[src/rtl/uts_pkg.sv]
// Shared types, constants and helper functions of the UTF-8 title sanitizer.
`default_nettype none
package uts_pkg;

    localparam int unsigned CP_W    = 21;
    localparam int unsigned LEN_W   = 11;
    localparam int unsigned MAXL_W  = 10;
    localparam logic [LEN_W-1:0]  LEN_SAT        = 11'd1024;
    localparam logic [MAXL_W-1:0] MAX_LEN_RESET  = 10'd100;
    localparam logic [7:0]        SPACE_BYTE     = 8'h20;

    // Status codes of the closing result
    localparam logic [1:0] ST_OK       = 2'd0;
    localparam logic [1:0] ST_EMPTY    = 2'd1;
    localparam logic [1:0] ST_TOO_LONG = 2'd2;

    typedef enum logic {
        K_CODE_POINT = 1'b0,
        K_TITLE_END  = 1'b1
    } t_kind;

    // One queue entry between decoder and encoder
    typedef struct packed {
        t_kind             kind;
        logic              in_last;   // belongs to the final byte of the title
        logic [CP_W-1:0]   cp;
    } t_entry;

    typedef enum logic {
        FS_RUN   = 1'b0,
        FS_FLUSH = 1'b1
    } t_front_state;

    typedef enum logic [1:0] {
        CLS_DROP  = 2'd0,
        CLS_SPACE = 2'd1,
        CLS_EMIT  = 2'd2
    } t_cp_class;

    // Sort a code point into dropped, whitespace or printable
    function automatic t_cp_class classify(input logic [CP_W-1:0] cp);
        t_cp_class c;
        c = CLS_EMIT;
        if (cp == 21'h09 || cp == 21'h0A || cp == 21'h0D || cp == 21'h20)
            c = CLS_SPACE;
        else if (cp <= 21'h1F || cp == 21'h7F)
            c = CLS_DROP;
        else if ((cp >= 21'h200B && cp <= 21'h200F) || (cp >= 21'h2028 && cp <= 21'h202E) ||
                 (cp >= 21'h2060 && cp <= 21'h2069) || cp == 21'hFEFF ||
                 (cp >= 21'hFFF9 && cp <= 21'hFFFC) || (cp >= 21'hD800 && cp <= 21'hDFFF))
            c = CLS_DROP;
        return c;
    endfunction

    // Shortest encoded length, 1 to 4
    function automatic logic [2:0] enc_len(input logic [CP_W-1:0] cp);
        logic [2:0] n;
        if (cp < 21'h80)         n = 3'd1;
        else if (cp < 21'h800)   n = 3'd2;
        else if (cp < 21'h10000) n = 3'd3;
        else                     n = 3'd4;
        return n;
    endfunction

    // Byte j of the shortest encoding of length n
    function automatic logic [7:0] enc_byte(input logic [CP_W-1:0] cp,
                                            input logic [2:0] n,
                                            input logic [1:0] j);
        logic [7:0] b;
        b = 8'h00;
        unique case (n)
            3'd1: b = {1'b0, cp[6:0]};
            3'd2: b = (j == 2'd0) ? {3'b110, cp[10:6]} : {2'b10, cp[5:0]};
            3'd3: begin
                unique case (j)
                    2'd0:    b = {4'b1110, cp[15:12]};
                    2'd1:    b = {2'b10, cp[11:6]};
                    default: b = {2'b10, cp[5:0]};
                endcase
            end
            default: begin
                unique case (j)
                    2'd0: b = {5'b11110, cp[20:18]};
                    2'd1: b = {2'b10, cp[17:12]};
                    2'd2: b = {2'b10, cp[11:6]};
                    2'd3: b = {2'b10, cp[5:0]};
                endcase
            end
        endcase
        return b;
    endfunction

endpackage
`default_nettype wire

[src/rtl/uts_fifo.sv]
// Short entry queue between the decoder front and the encoder back.
`default_nettype none
module uts_fifo #(
    parameter int unsigned DEPTH = 4
) (
    input  wire                 i_clk,
    input  wire                 i_rst_n,
    input  wire                 i_push,
    input  uts_pkg::t_entry     i_data,
    output logic                o_full,
    input  wire                 i_pop,
    output uts_pkg::t_entry     o_data,
    output logic                o_empty
);
    localparam int unsigned PW = (DEPTH > 1) ? $clog2(DEPTH) : 1;
    localparam int unsigned CW = $clog2(DEPTH + 1);

    uts_pkg::t_entry r_mem [DEPTH];
    logic [PW-1:0] r_wp, r_rp, n_wp, n_rp;
    logic [CW-1:0] r_cnt;

    assign o_full  = (r_cnt == CW'(DEPTH));
    assign o_empty = (r_cnt == '0);
    assign o_data  = r_mem[r_rp];

    // advance pointers with wrap
    always_comb begin
        n_wp = (r_wp == PW'(DEPTH - 1)) ? '0 : r_wp + 1'b1;
        n_rp = (r_rp == PW'(DEPTH - 1)) ? '0 : r_rp + 1'b1;
    end

    always_ff @(posedge i_clk) begin
        if (!i_rst_n) begin
            r_wp  <= '0;
            r_rp  <= '0;
            r_cnt <= '0;
        end else begin
            if (i_push) r_wp <= n_wp;
            if (i_pop)  r_rp <= n_rp;
            r_cnt <= r_cnt + CW'(i_push) - CW'(i_pop);
        end
    end

    // hold entries
    always_ff @(posedge i_clk) begin
        if (i_push) r_mem[r_wp] <= i_data;
    end
endmodule
`default_nettype wire

[src/rtl/uts_front.sv]
// Decoder front: accepts title bytes, assembles code points, flushes open sequences.
`default_nettype none
module uts_front (
    input  wire                 i_clk,
    input  wire                 i_rst_n,
    input  wire                 i_valid,
    output logic                o_ready,
    input  wire  [7:0]          i_byte,
    input  wire                 i_last,
    output logic                o_push,
    output uts_pkg::t_entry     o_entry,
    input  wire                 i_full
);
    uts_pkg::t_front_state r_state, n_state;
    logic [uts_pkg::CP_W-1:0] r_acc, n_acc;
    logic [1:0] r_exp, n_exp;
    logic [1:0] r_hc, n_hc;
    logic [7:0] r_held [3];
    logic [7:0] r_fb [2];
    logic [1:0] r_fb_n, r_fb_idx, n_fb_n, n_fb_idx;
    logic       r_in_last, n_in_last;

    // decoder step inputs and outputs
    logic        feed;
    logic [7:0]  fb;
    logic        cp_valid;
    logic [uts_pkg::CP_W-1:0] cp, acc2;
    logic        held_we;
    logic        load_rest;

    always_comb begin
        fb = (r_state == uts_pkg::FS_RUN) ? i_byte : r_fb[r_fb_idx[0]];
        acc2 = {r_acc[uts_pkg::CP_W-7:0], fb[5:0]};
    end

    // next state and decode
    always_comb begin
        n_state   = r_state;
        n_acc     = r_acc;
        n_exp     = r_exp;
        n_hc      = r_hc;
        n_fb_n    = r_fb_n;
        n_fb_idx  = r_fb_idx;
        n_in_last = r_in_last;
        o_ready   = 1'b0;
        feed      = 1'b0;
        load_rest = 1'b0;
        o_push    = 1'b0;
        o_entry   = '{kind: uts_pkg::K_CODE_POINT, in_last: r_in_last, cp: '0};
        cp_valid  = 1'b0;
        cp        = '0;
        held_we   = 1'b0;

        unique case (r_state)
            uts_pkg::FS_RUN: begin
                o_ready = !i_full;
                if (i_valid && !i_full) begin
                    feed      = 1'b1;
                    n_in_last = i_last;
                    if (i_last) begin
                        n_state  = uts_pkg::FS_FLUSH;
                        n_fb_n   = '0;
                        n_fb_idx = '0;
                    end
                end
            end
            uts_pkg::FS_FLUSH: begin
                if (r_fb_idx < r_fb_n) begin
                    if (!i_full) begin
                        feed     = 1'b1;
                        n_fb_idx = r_fb_idx + 1'b1;
                    end
                end else if (r_exp != 2'd0) begin
                    load_rest = 1'b1;
                    n_fb_n    = (r_hc >= 2'd2) ? r_hc - 1'b1 : 2'd0;
                    n_fb_idx  = '0;
                    n_exp     = '0;
                    n_hc      = '0;
                    n_acc     = '0;
                end else if (!i_full) begin
                    o_push  = 1'b1;
                    o_entry = '{kind: uts_pkg::K_TITLE_END, in_last: 1'b1, cp: '0};
                    n_state = uts_pkg::FS_RUN;
                end
            end
            default: n_state = uts_pkg::FS_RUN;
        endcase

        // one loose UTF-8 decode step
        if (feed) begin
            if (r_exp == 2'd0) begin
                if (fb < 8'h80) begin
                    cp_valid = 1'b1;
                    cp       = {13'd0, fb};
                end else if (fb[7:5] == 3'b110) begin
                    n_acc = {16'd0, fb[4:0]}; n_exp = 2'd1; n_hc = 2'd1; held_we = 1'b1;
                end else if (fb[7:4] == 4'b1110) begin
                    n_acc = {17'd0, fb[3:0]}; n_exp = 2'd2; n_hc = 2'd1; held_we = 1'b1;
                end else if (fb[7:3] == 5'b11110) begin
                    n_acc = {18'd0, fb[2:0]}; n_exp = 2'd3; n_hc = 2'd1; held_we = 1'b1;
                end
            end else begin
                n_exp = r_exp - 1'b1;
                n_acc = acc2;
                if (r_exp == 2'd1) begin
                    n_hc     = '0;
                    cp_valid = 1'b1;
                    cp       = acc2;
                    n_acc    = '0;
                end else if (r_hc != 2'd3) begin
                    held_we = 1'b1;
                    n_hc    = r_hc + 1'b1;
                end
            end
            if (cp_valid) begin
                o_push  = 1'b1;
                o_entry = '{kind: uts_pkg::K_CODE_POINT, in_last: n_in_last, cp: cp};
            end
        end
    end

    always_ff @(posedge i_clk) begin
        if (!i_rst_n) begin
            r_state   <= uts_pkg::FS_RUN;
            r_acc     <= '0;
            r_exp     <= '0;
            r_hc      <= '0;
            r_fb_n    <= '0;
            r_fb_idx  <= '0;
            r_in_last <= 1'b0;
        end else begin
            r_state   <= n_state;
            r_acc     <= n_acc;
            r_exp     <= n_exp;
            r_hc      <= n_hc;
            r_fb_n    <= n_fb_n;
            r_fb_idx  <= n_fb_idx;
            r_in_last <= n_in_last;
        end
    end

    // hold the bytes of the open sequence and the flush buffer
    always_ff @(posedge i_clk) begin
        if (held_we) begin
            if (r_exp == 2'd0) r_held[0] <= fb;
            else if (r_hc == 2'd1) r_held[1] <= fb;
            else r_held[2] <= fb;
        end
        if (load_rest) begin
            r_fb[0] <= r_held[1];
            r_fb[1] <= r_held[2];
        end
    end
endmodule
`default_nettype wire

[src/rtl/uts_back.sv]
// Encoder back: filters code points, collapses whitespace, emits bytes and status.
`default_nettype none
module uts_back (
    input  wire                      i_clk,
    input  wire                      i_rst_n,
    input  uts_pkg::t_entry          i_entry,
    input  wire                      i_empty,
    output logic                     o_pop,
    input  wire  [uts_pkg::MAXL_W-1:0] i_max_len,
    output logic                     o_valid,
    input  wire                      i_ready,
    output logic [7:0]               o_byte,
    output logic                     o_has_byte,
    output logic                     o_run_end,
    output logic                     o_title_end,
    output logic [1:0]               o_status,
    output logic [uts_pkg::LEN_W-1:0] o_length
);
    logic r_pend, n_pend, r_start, n_start;
    logic [uts_pkg::LEN_W-1:0] r_cnt, n_cnt, cnt_inc;
    logic [2:0] r_pos, n_pos;
    logic       r_ov;
    logic [7:0] r_byte;
    logic       r_has, r_rend, r_tend;
    logic [1:0] r_st;
    logic [uts_pkg::LEN_W-1:0] r_len;

    logic       can_load, load;
    logic [7:0] l_byte;
    logic       l_has, l_rend, l_tend;
    logic [1:0] l_st;
    logic [uts_pkg::LEN_W-1:0] l_len;
    uts_pkg::t_cp_class cls;
    logic [2:0] n_enc, total, epos;

    assign can_load = !r_ov || i_ready;

    always_comb begin
        cls     = uts_pkg::classify(i_entry.cp);
        n_enc   = uts_pkg::enc_len(i_entry.cp);
        total   = n_enc + 3'(r_pend);
        epos    = r_pos - 3'(r_pend);
        cnt_inc = (r_cnt < uts_pkg::LEN_SAT) ? r_cnt + 1'b1 : r_cnt;
        n_pend  = r_pend;
        n_start = r_start;
        n_cnt   = r_cnt;
        n_pos   = r_pos;
        o_pop   = 1'b0;
        load    = 1'b0;
        l_byte  = '0;
        l_has   = 1'b0;
        l_rend  = 1'b0;
        l_tend  = 1'b0;
        l_st    = uts_pkg::ST_OK;
        l_len   = '0;
        if (!i_empty) begin
            unique case (i_entry.kind)
                uts_pkg::K_TITLE_END: begin
                    if (can_load) begin
                        load   = 1'b1;
                        o_pop  = 1'b1;
                        l_rend = 1'b1;
                        l_tend = 1'b1;
                        l_len  = r_cnt;
                        if (r_cnt == '0) l_st = uts_pkg::ST_EMPTY;
                        else if (r_cnt > {1'b0, i_max_len}) l_st = uts_pkg::ST_TOO_LONG;
                        // clear title state
                        n_pend  = 1'b0;
                        n_start = 1'b1;
                        n_cnt   = '0;
                        n_pos   = '0;
                    end
                end
                default: begin
                    unique case (cls)
                        uts_pkg::CLS_DROP: o_pop = 1'b1;
                        uts_pkg::CLS_SPACE: begin
                            o_pop = 1'b1;
                            if (!r_start) n_pend = 1'b1;
                        end
                        default: begin
                            if (can_load) begin
                                load   = 1'b1;
                                l_has  = 1'b1;
                                n_cnt  = cnt_inc;
                                l_len  = cnt_inc;
                                l_byte = (r_pend && r_pos == 3'd0) ? uts_pkg::SPACE_BYTE
                                       : uts_pkg::enc_byte(i_entry.cp, n_enc, epos[1:0]);
                                if (r_pos == total - 1'b1) begin
                                    o_pop   = 1'b1;
                                    l_rend  = !i_entry.in_last;
                                    n_pos   = '0;
                                    n_pend  = 1'b0;
                                    n_start = 1'b0;
                                end else begin
                                    n_pos = r_pos + 1'b1;
                                end
                            end
                        end
                    endcase
                end
            endcase
        end
    end

    always_ff @(posedge i_clk) begin
        if (!i_rst_n) begin
            r_pend  <= 1'b0;
            r_start <= 1'b1;
            r_cnt   <= '0;
            r_pos   <= '0;
            r_ov    <= 1'b0;
        end else begin
            r_pend  <= n_pend;
            r_start <= n_start;
            r_cnt   <= n_cnt;
            r_pos   <= n_pos;
            if (load) r_ov <= 1'b1;
            else if (i_ready) r_ov <= 1'b0;
        end
    end

    // output register payload
    always_ff @(posedge i_clk) begin
        if (load) begin
            r_byte <= l_byte;
            r_has  <= l_has;
            r_rend <= l_rend;
            r_tend <= l_tend;
            r_st   <= l_st;
            r_len  <= l_len;
        end
    end

    assign o_valid     = r_ov;
    assign o_byte      = r_byte;
    assign o_has_byte  = r_has;
    assign o_run_end   = r_rend;
    assign o_title_end = r_tend;
    assign o_status    = r_st;
    assign o_length    = r_len;
endmodule
`default_nettype wire

[src/rtl/utf8_title_sanitizer_top.sv]
// A completed code point goes through the queue into the encoder output register. The decoder
// takes one byte per cycle unless the queue is full or a flush runs; the encoder sends one output
// byte per cycle while the sink accepts, 1 to 5 per code point, and pops dropped or whitespace points.
// At title end the held bytes after a truncated lead byte are re-decoded, then the status result.
// Reset (synchronous, active low) clears all title state and sets max_length to 100.
`default_nettype none
module utf8_title_sanitizer_top #(
    parameter int unsigned QUEUE_DEPTH = 4
) (
    input  wire         i_clk,
    input  wire         i_rst_n,
    input  wire         i_s_tvalid,
    output logic        o_s_tready,
    input  wire  [7:0]  i_s_tdata,    // [7:0] in_byte
    input  wire         i_s_tlast,
    output logic        o_m_tvalid,
    input  wire         i_m_tready,
    output logic [23:0] o_m_tdata,    // [7:0] out_byte, [9:8] status, [20:10] length, zero
    output logic        o_m_tlast,
    output logic [1:0]  o_m_tuser,    // [0] has_byte, [1] title_end
    input  wire         i_cfg_valid,
    output logic        o_cfg_ready,
    input  wire  [9:0]  i_cfg_data
);
    logic [uts_pkg::MAXL_W-1:0] r_max_len;
    logic push, pop, full, empty;
    uts_pkg::t_entry wr_entry, rd_entry;
    logic [7:0] ob;
    logic [1:0] ost;
    logic [uts_pkg::LEN_W-1:0] olen;

    // configuration register
    assign o_cfg_ready = 1'b1;
    always_ff @(posedge i_clk) begin
        if (!i_rst_n) r_max_len <= uts_pkg::MAX_LEN_RESET;
        else if (i_cfg_valid) r_max_len <= i_cfg_data;
    end

    uts_front u_front (
        .i_clk(i_clk), .i_rst_n(i_rst_n),
        .i_valid(i_s_tvalid), .o_ready(o_s_tready),
        .i_byte(i_s_tdata), .i_last(i_s_tlast),
        .o_push(push), .o_entry(wr_entry), .i_full(full)
    );

    uts_fifo #(.DEPTH(QUEUE_DEPTH)) u_fifo (
        .i_clk(i_clk), .i_rst_n(i_rst_n),
        .i_push(push), .i_data(wr_entry), .o_full(full),
        .i_pop(pop), .o_data(rd_entry), .o_empty(empty)
    );

    uts_back u_back (
        .i_clk(i_clk), .i_rst_n(i_rst_n),
        .i_entry(rd_entry), .i_empty(empty), .o_pop(pop),
        .i_max_len(r_max_len),
        .o_valid(o_m_tvalid), .i_ready(i_m_tready),
        .o_byte(ob), .o_has_byte(o_m_tuser[0]), .o_run_end(o_m_tlast),
        .o_title_end(o_m_tuser[1]), .o_status(ost), .o_length(olen)
    );

    assign o_m_tdata = {3'd0, olen, ost, ob};
endmodule
`default_nettype wire

[config.mk]
export PLATFORM = sky130hd
export DESIGN_NAME = utf8_title_sanitizer_top
export DESIGN_NICKNAME = d
export VERILOG_FILES = /design/src/rtl/uts_pkg.sv /design/src/rtl/uts_fifo.sv /design/src/rtl/uts_front.sv /design/src/rtl/uts_back.sv /design/src/rtl/utf8_title_sanitizer_top.sv
export SDC_FILE = /design/constraint.sdc
export NUM_CORES = 1
export LEC_CHECK = 0
export BUFFER_PORTS_ARGS = -buffer_cell sky130_fd_sc_hd__buf_2
export CAP_MARGIN = 20
export CORE_AREA = 10 10 179 181
export DETAILED_ROUTE_END_ITERATION = 10
export DIE_AREA = 0 0 189 191
export SLEW_MARGIN = 20
export SYNTH_ARGS = -nofsm -noshare
export SYNTH_HDL_FRONTEND = slang
export SYNTH_SLANG_ARGS = --single-unit
[constraint.sdc]
create_clock -name i_clk -period 8.9 [get_ports i_clk]
set_clock_uncertainty 0.05 [all_clocks]
set_input_delay 2.67 -clock i_clk [delete_from_list [all_inputs] [get_ports i_clk]]
set_output_delay 2.67 -clock i_clk [all_outputs]
set_load 0.005 [all_outputs]
After elaboration in Yosys (flattened, before gate mapping)

Memory sizes are Yosys's and may differ from the RTL's. A register that Yosys moved wholly into a read port is not among the register bits.
Index checks and enable logic that the tools add are counted.

RAM bits: 132
Memories: 3
Register bits: 89
Logic and storage cells: 302
Output and inout port bits: 30

Eq/ne operators: 33
Add/subtract/negate cells: 13
Bitwise logic cells: 4
Reductions and logical operators: 45
Order comparisons: 19
Mux-type cells: 161

Memories:

| name           | words | width | read ports | clocked after Yosys merged registers in | wr ports | RTL line        | source |
|---|---|---|---|---|---|---|---|
| u_fifo.r_mem   | 4     | 23    | 1          | 1                                       | 1        | uts_fifo.sv:18  | `uts_pkg::t_entry r_mem [DEPTH];` |
| u_front.r_held | 3     | 8     | 2          | 0                                       | 1        | uts_front.sv:18 | `logic [7:0] r_held [3];` |
| u_front.r_fb   | 2     | 8     | 1          | 1                                       | 2        | uts_front.sv:19 | `logic [7:0] r_fb [2];` |

Operator list:

| cell                                                                                   | count |
|---|---|
| 21-bit 2-to-1 mux                                                                      | 12 |
| 23-bit 2-to-1 mux                                                                      | 6 |
| 11-bit 2-to-1 mux                                                                      | 9 |
| 2-bit 2-to-1 mux                                                                       | 38 |
| 1-bit 2-to-1 mux                                                                       | 74 |
| 21-bit by 4-bit equality test with 1-bit output (second input constant)                | 3 |
| 21-bit by 14-bit greater-or-equal comparator with 1-bit output (second input constant) | 3 |
| 21-bit by 14-bit less-or-equal comparator with 1-bit output (second input constant)    | 3 |
| 21-bit by 16-bit greater-or-equal comparator with 1-bit output (second input constant) | 2 |
| 21-bit by 16-bit less-or-equal comparator with 1-bit output (second input constant)    | 2 |
| 8-bit 2-to-1 mux                                                                       | 4 |
| 8-bit case mux with 4 select lines                                                     | 1 |
| 3-bit 2-to-1 mux                                                                       | 8 |
| 8-bit case mux with 3 select lines                                                     | 1 |
| 21-bit by 16-bit equality test with 1-bit output (second input constant)               | 1 |
| 21-bit by 6-bit equality test with 1-bit output (second input constant)                | 1 |
| 21-bit by 7-bit equality test with 1-bit output (second input constant)                | 1 |
| 21-bit by 5-bit less-or-equal comparator with 1-bit output (second input constant)     | 1 |
| 21-bit by 12-bit < comparator with 1-bit output (second input constant)                | 1 |
| 21-bit by 17-bit < comparator with 1-bit output (second input constant)                | 1 |
| 21-bit by 8-bit < comparator with 1-bit output (second input constant)                 | 1 |
| 8-bit OR reduction                                                                     | 2 |
| 7-bit case mux with 2 select lines                                                     | 1 |
| 2-bit != test (second input constant)                                                  | 6 |
| 44 further kinds                                                                       | 93 |

Logic depth before layout (Yosys ltp)

Gate-level depths: netlist of the first run.

Word-level depth: 17
Mapped depth: 21
Depth with buffers taken out: 18

By module

A second synthesis of the first run with hierarchy kept.

Cell total of the unflattened synthesis: 808
Area, all modules: 10,064.7 um^2

By module, submodules not included:

| module                   | instances | cells an instance | sequential area each (um^2) | area each (um^2) |
|---|---|---|---|---|
| uts_fifo                 | 1         | 163               | 2,942.8                     | 3,804.9 |
| uts_back                 | 1         | 383               | 1,061.0                     | 3,234.4 |
| uts_front                | 1         | 224               | 1,481.4                     | 2,617.5 |
| utf8_title_sanitizer_top | 1         | 38                | 200.2                       | 407.9 |

Least setup slack after synthesis of the first run

No wires, ideal clock.

Path type: input to register
Start point: input i_s_tdata[7]
End point: memory u_fifo.r_mem[0][0] in the netlist's numbering (enable)
Cell stages on the path: 5
Path slack: 3.950 ns
Setup time: 0.406 ns
Arrival: 4.494 ns
Data required time: 8.444 ns
Cell sequence: nor2_1 > a21oi_1 > a21oi_1 > a21oi_1 > nor2b_1

Cells in the longest elaborated chain, start to end: 9

RTL lines:

| item                                   | RTL line                       | source |
|---|---|---|
| start: declaration                     | utf8_title_sanitizer_top.sv:14 | `input wire [7:0] i_s_tdata,` |
| 8-bit 2-to-1 mux                       | uts_front.sv:32                | `fb = (r_state == uts_pkg::FS_RUN) ? i_byte : r_fb[r_fb_idx[0]];` |
| named net u_front.fb[7]                | uts_front.sv:25                | `logic [7:0] fb;` |
| 8-bit < comparator                     | uts_front.sv:92                | `if (fb < 8'h80) begin` |
| 1-bit 2-to-1 mux                       | uts_front.sv:92                |  |
| 1-bit 2-to-1 mux                       | uts_front.sv:91                | `if (r_exp == 2'd0) begin` |
| 1-bit 2-to-1 mux                       | uts_front.sv:90                | `if (feed) begin` |
| 1-bit 2-to-1 mux                       | uts_front.sv:115               | `if (cp_valid) begin` |
| 1-bit 2-to-1 mux                       | uts_front.sv:90                |  |
| 1-bit 2-to-1 mux                       | uts_fifo.sv:46                 | `if (i_push) r_mem[r_wp] <= i_data;` |
| 1-bit 2-to-1 mux (not written as such) | uts_fifo.sv:46                 |  |
| end: declaration                       | uts_fifo.sv:18                 |  |

The timed path passes the listed nets, and every way through them passes these cells. The select of a mux whose other input is x is not followed.

==> metrics.md, run 1 <==
| Metric | Value |
|---|---|
| Area grow syn2layout | 14.7% |
| Top cells by area, synth | edfxtp_1, dfxtp_1, ha_1 |
| Leading area contributor after synthesis | edfxtp_1 |
| Most used cell, CP | ha_1 |
| Post-synthesis cell area | 0.00984 mm^2 |
| Ant diodes | 0 |
| Routed len/inst | between 15 and 20 um |
| Syn_area_per_cell | about 12 um^2 |
| Die X | 189 um |
| Final Critical Period | 5.02 ns |
| Arr. time, crit path | 5.37 ns |
| Clock buffer depth | 3 |
| Netlist cell types | 73 |
| Fin area | 0.0113 mm^2 |
| Final Hold Vio Count | 0 |
| Worst Setup End Kind | flip-flop |
| Total gr overflow | 0 |
| Final GP Congestion | 0.813 |
| Vias in the first global route | 6,359 |
| Num CTS Buffers | 24 |
| Final WL | 21,300 um |
| Sink Count | 210 |
| Final total power | 3.06 mW |
| Worst path max stage delay | between 0.7 and 0.8 ns |
| Sequential area share after synthesis | 57.8% |
| EDFF count, synth | 148 |
| First-pass GRT wire length | between 30,000 and 40,000 um |
| DR DRC count | 0 |
| Pleak | 4.01 nW |
| Synth Instances | 817 |
| Slowest cell on crit path | mux4_1 |
| Dpl hpwl | 14,400 um |
| DR WL met3 | 1120 um |
| Crit path kind | reg -> reg |
| Met2 WL post-DR | slightly below 10,000 um |
| Total track usage | 11.6% |
| Cells along the critical path | buf_4, mux4_1, or4_4, or2_2, o21ai_0, ha_1, ha_1, xor2_1, nand3_1, a21oi_1, a21oi_1, inv_1, ha_1, inv_1, ha_1, fa_1, xnor2_1, nor2_1 |
| Worst setup SP type | flip-flop |
| Initial antenna violation count | 0 |
| Initial drt markers | 565 |
| Pwr dens | 271 mW/mm^2 |
| Placed cell area | 0.0105 mm^2 |
| FMAX | 199 MHz |
| Hold_ws | approximately 0.36 ns |
| Final setup fails | 0 |
| Worst hold-check path type | reg -> reg |
| YS warnings | 0 |
| CTS H-tree lvls | 1 |
| Asr flop ratio synth | 0% |
| Via/cell ratio | 5.13 |
| Relative slew slack | 39.3% |
| Clk slew on worst S/H paths | 0.06 ns |
| RSZ-0062 raised after global routing | false |
| Initial Util | 34.6% |
| Clock Latency Late Sink | 0.54 ns |
| Flops & latches, synth | 210 |
| Ys flop type | edfxtp_1 |
| Clk root buf | clkbuf_16 |
| Metal1 wirelength | 9740 um |
| Slew Viols, Final | 0 |
| Largest net degree at the start of global routing | 32 |
| Number of I/O port buffers | 49 |
| Site Rows | 62 |
| Final setup TNS | 0 ns |
| CP max FO | 25 |
| Post_cts resized | 0 |
| Post-CTS setup buffer count | 0 |
| Tcrit/Tclk final | 56.4% |
| Final nets | 919 |
| CTS tree | built |
| Die area | approximately 0.036 mm^2 |
| First-pass DRT Iterations | 4 |
| Status | completed |
| Die Y | 191 um |
| Required time worst endpoint | 9.25 ns |
| Worst Tran Pin Value | approximately 0.9 ns |
| Peak VDD IR | 0.000142 V |
| Top Metal Used | met4 |
| Vias | about 6,500 |
| Io pins | 54 |
| # hold bufs at CTS | 0 |
| Top cell type's share of synthesized area | between 40% and 50% |
| Core region area | 0.0285 mm^2 |
| Commonest cells in the netlist | edfxtp_1, nor2_1, nand2_1 |
| Detail Route Antenna Nets | 0 |
| # Max-Cap Violations | 0 |
| Count leader, synth | edfxtp_1 |
| Fraction of layout instances using a drive strength above 1 | 15.4% |
cells by family (layout without fill, tap and decap cells):
kind of cell | count (synthesis) | in the layout | share of synthesized area, %
compound gates | 160 | 160 | 10.9
xor+xnor | 9 | 9 | 0.801
fa+ha+maj | 30 | 30 | 3.89
buf+inv | 83 | 147 | 3.88
flops | 210 | 210 | 57.8
mux | 57 | 57 | 8.92
other cells | 2 | 4 | 0.0763
simple gates | 266 | 266 | 13.7
registers in the layout, summed over array words and instances (netlist names), 8 cells and up, named ones only:
name / count
u_back.o_length: 11
u_back.r_cnt: 11
u_back.o_byte: 8
u_front.r_held: 16
u_fifo.r_mem: 92
u_front.r_acc: 15
u_front.r_fb: 16
r_max_len: 10
worst paths after layout:
path,depth (start not counted),slack (ns),start,to
max,18,3.88,flip-flop,u_fifo.r_cnt[2]$_SDFF_PN0_
min reg2reg,0,0.36,u_front.r_held[1][1]$_DFFE_PP_,u_front.r_fb[0][1]$_DFFE_PP_
max reg2reg,18,3.88,flip-flop,u_fifo.r_cnt[2]$_SDFF_PN0_
min,0,0.36,u_front.r_held[1][1]$_DFFE_PP_,u_front.r_fb[0][1]$_DFFE_PP_
metal layers:
| layer | vias up | track usage (%) |
|---|---|---|
| met5 | - | 0 |
| met4 | 0 | 3.45 |
| met3 | 33 | 2.39 |
| met2 | 157 | 19.1 |
| met1 | 3148 | 15.1 |
| li1 | 3158 | - |
cell type report:
type,instances,area [um^2]
fill,2738,17200
clock inverter,7,118
multi-input combinational,526,3800
inverter,38,143
sequential,210,5690
timing repair buffer,65,363
clock buffer,37,701
tap,384,480
where the power goes:
group | internal, mW | switching, mW | total (mW)
logic | 0.296 | 0.515 | 0.811
registers | 1.20 | 0.0484 | 1.25
clock network | 0.605 | 0.394 | 1.00
stage by stage:
stage,cells,util [%],setup slack [ns]
detailed placement,1222,36.8,3.43
floorplan,819,-,3.95
global route,1267,39.6,3.56
finish,1267,39.6,3.88
global placement,1222,36.8,3.51
CTS,1266,39.6,3.79
worst max-delay path: cells and delay by family (launching register included):
family,cells,cell delay (ns)
and+or+nand+nor,4,1.13
buffers and inverters,3,0.53
DFF,1,0.31
xor gates and xnor gates,2,0.33
muxes,1,0.72
AOI/OAI and AO/OA,3,0.58
adders and majority gates,5,1.25
cells in the final DEF, fill, tap and decap left out, drive strengths merged, types with 5 or more instances in the layout:
master,instances
dfxtp,62
or2,6
a21oi,41
clkbuf,38
edfxtp,148
inv,38
nor4,10
nor2,74
mux4,22
mux2i,30
buf,64
nand3b,5
o21a,6
nand3,18
nand4b,5
nor3,15
ha,29
nand2b,10
a22oi,15
a21o,8
nor2b,10
a221o,6
o21ai,20
xor2,5
a31oi,11
o211ai,10
o22ai,8
and3,8
a211oi,5
nand2,66
mux2,5
and2,21
Note: power is estimated with default switching activity, not from simulation.
==> run 2: changes to the inputs <==
==> constraint.sdc (replaced) <==
create_clock -name i_clk -period 4.55 [get_ports i_clk]
set_clock_uncertainty 0.05 [all_clocks]
set_input_delay 1.365 -clock i_clk [delete_from_list [all_inputs] [get_ports i_clk]]
set_output_delay 1.365 -clock i_clk [all_outputs]
set_load 0.005 [all_outputs]
==> run 2 against run 1 <==
Combinational power rose by 110%. Flip-flop and latch count unchanged. Final area up 0.91%. Clock-buffer cell count decreased by 10. Core utilization increased by 0.36 points. Critical endpoint unchanged. Largest cell class unchanged. Highest routed layer unchanged.
==> metrics.md, run 2 (synthesis gave the netlist of run 1 again) <==
| Metric | Value |
|---|---|
| Status | completed |
| Hold Startpoint | u_front.r_held[1][4]$_DFFE_PP_ |
| Via/cell ratio | 5.10 (-0.51%) |
| Most frequent cells in the layout | edfxtp_1, nor2_1, nand2_1, dfxtp_1, buf_2 |
| Final Hold Vio Count | 0 (unchanged) |
| Multi-input gate area | 0.00381 mm^2 (+0.40%) |
| Peak VDD IR | 0.000290 V (+100%) |
| Number of I/O port buffers | 49 (unchanged) |
| Area grow syn2layout | 15.7% |
| Pwr dens | 526 mW/mm^2 (+94%) |
| Fraction of layout instances using a drive strength above 1 | 17.6% (+2.2 points) |
| Most used cell, CP | ha_1 |
| Initial drt markers | 559 (-1.1%) |
| Die X | 189 um (unchanged) |
| CP max FO | 7 (-72%) |
| RSZ-0062 raised after global routing | false |
| Worst path max stage delay | 0.61 ns (-0.11 ns) |
| Routed len/inst | 16.5 um (-1.6%) |
| First-pass GRT wire length | 34,800 um (+0.82%) |
| Hold worst-path end | u_front.r_fb[0][4]$_DFFE_PP_ |
| Final setup fails | 0 (unchanged) |
| Final GP Congestion | 0.901 (+11%) |
| Ant diodes | 0 (unchanged) |
| Worst hold-check path type | reg -> reg |
| Largest net degree at the start of global routing | 36 (+13%) |
| Sink Count | 210 (unchanged) |
| Most common cell after layout, fill and taps aside | edfxtp_1 |
| Vias | 6,534 (+0.58%) |
| Relative slew slack | 44.1% (+4.8 points) |
| Detail Route Antenna Nets | 0 (unchanged) |
| Arr. time, crit path | 4.67 ns (-0.70 ns) |
| Final setup TNS | 0 ns (unchanged) |
| First-pass DRT Iterations | 5 (+1) |
| Placed cell area | 0.0106 mm^2 (+1.4%) |
| CTS tree | built |
| Total gr overflow | 0 (unchanged) |
| R2R cell count | 17 (-1) |
| CTS H-tree lvls | 1 (unchanged) |
| Top reg by flops | u_fifo.r_mem |
| Die Y | 191 um (unchanged) |
| Fin area | 0.0114 mm^2 (+0.91%) |
| Vias in the first global route | 6,583 (+3.5%) |
| Final Critical Period | 4.31 ns (-0.709 ns) |
| Crit path kind | reg -> reg |
| Initial antenna violation count | 0 (unchanged) |
| Num CTS Buffers | 23 (-4.2%) |
| Worst Tran Pin Value | 0.831 ns (-0.0794 ns) |
| Fillers | 2,689 (-1.8%) |
| Total track usage | 11.6% (+0.041 points) |
| Worst setup SP type | flip-flop |
| Site Rows | 62 (unchanged) |
| Register area | 0.00569 mm^2 (about the same) |
| Clk slew on worst S/H paths | 0.06 ns (about the same) |
| Max reg flops | 92 (unchanged) |
| R2R Setup Slk | 0.24 ns (-3.64 ns) |
| Required time worst endpoint | 4.91 ns (-4.34 ns) |
| Clk root buf | clkbuf_16 |
| Worst Setup End Kind | flip-flop |
| WHS Path Cells | 0 (unchanged) |
| Biggest regs | u_fifo.r_mem: 92 flops, u_front.r_fb: 16 flops, u_front.r_held: 16 flops |
| Clock buffer depth | 3 (unchanged) |
| Initial Util | 34.6% (unchanged) |
| # Max-Cap Violations | 0 (unchanged) |
| Cells along the critical path | mux4_1, or4_4, or2_2, o21ai_1, ha_1, ha_1, xor2_1, nand3_2, a21oi_2, a21oi_2, inv_1, ha_1, inv_1, ha_1, fa_1, xnor2_1, nor2_1 |
| Core region area | 0.0285 mm^2 (unchanged) |
| Die area | 0.0361 mm^2 (unchanged) |
| Pleak | 4.08 nW (+1.7%) |
| Clock Latency Late Sink | 0.53 ns (about the same) |
| Final WL | 21,200 um (-0.48%) |
| FMAX | 232 MHz (+16%) |
| Final nets | 936 (+1.8%) |
| Dpl hpwl | 15,000 um (+3.8%) |
| DR DRC count | 0 (unchanged) |
| Io pins | 54 (unchanged) |
| Slowest cell on crit path | mux4_1 |
| Worst R2R End | u_fifo.r_cnt[2]$_SDFF_PN0_ |
| Slew Viols, Final | 0 (unchanged) |
| Tcrit/Tclk final | 94.7% (+38 points) |
run 2: cell types whose count changed in the layout (fill, tap and decap cells not counted), moves of 2 or more:
cell	previous run	this run
a21oi_2	1	3
clkbuf_8	3	1
buf_6	0	2
clkinv_1	2	5
a21oi_1	40	38
clkbuf_16	25	23
clkbuf_1	9	3
clkinv_2	1	3
buf_4	15	32
run 2: worst max-delay path by stage:
stage	startpoint	end	slack [ns]	cells after the start
4_1_cts	flip-flop	u_fifo.r_cnt[2]$_SDFF_PN0_	0.04	18
3_3_place_gp	flip-flop	u_fifo.r_cnt[2]$_SDFF_PN0_	-0.002	18
6_report	flip-flop	u_fifo.r_cnt[2]$_SDFF_PN0_	0.24	17
5_1_grt	flip-flop	u_fifo.r_cnt[1]$_SDFF_PN0_	0.03	17
3_5_place_dp	flip-flop	u_fifo.r_cnt[2]$_SDFF_PN0_	-0.06	18
2_1_floorplan	flip-flop	u_fifo.r_cnt[2]$_SDFF_PN0_	0.06	20
run 2: metal layers:
metal	global-route usage (%)	routed length, um	vias to the layer above
li1	-	-	3187
met1	14.4	9500	3171
met2	20.0	10100	139
met3	2.41	1030	37
met4	3.54	513	0
met5	0	0	-
run 2: power by group:
part	total, mW	internal (mW)	switching (mW)
clock	1.85	1.12	0.737
combinational	1.67	0.648	1.02
sequential	2.46	2.35	0.110
total	5.99	4.12	1.87
run 2: cell type report:
class	count	area share (%)
Clock buffer	27	5.27
Timing Repair Buffer	83	4.46
Inverter	38	1.25
Tap cell	384	4.22
Multi-Input combinational cell	526	33.5
Clock inverter	13	1.37
Sequential cell	210	50.0
run 2: per-stage QoR:
stage	hold slack, ns	std cells	power [mW]	setup WS [ns]	util (%)
2_1_floorplan	0.350	819	3.62	0.0621	-
3_3_place_gp	0.351	1241	4.15	-0.00173	37.3
3_5_place_dp	0.355	1241	4.16	-0.0640	37.3
4_1_cts	0.367	1281	6.03	0.0439	39.9
5_1_grt	0.376	1281	6.33	0.0339	40.0
6_report	0.369	1281	5.99	0.240	40.0
run 2: repair_timing:
| item | 4_1_cts | 5_1_grt |
|---|---|---|
| resized for setup | 1 | 7 |
| hold buffers | 0 | 0 |
| setup endpoints to repair | 2 | 2 |
| setup buffers | 0 | 0 |
run 2: critical path, delay by kind of cell (launching register included):
kind                     cells  cell delay [ns]
AND/OR/NAND/NOR              4             1.09
multiplexers                 1             0.61
adder cells (fa/ha/maj)      5             1.27
buffers and inverters        2             0.10
XOR/XNOR                     2             0.34
AO/OA/AOI/OAI                3             0.35
flip-flops                   1             0.41
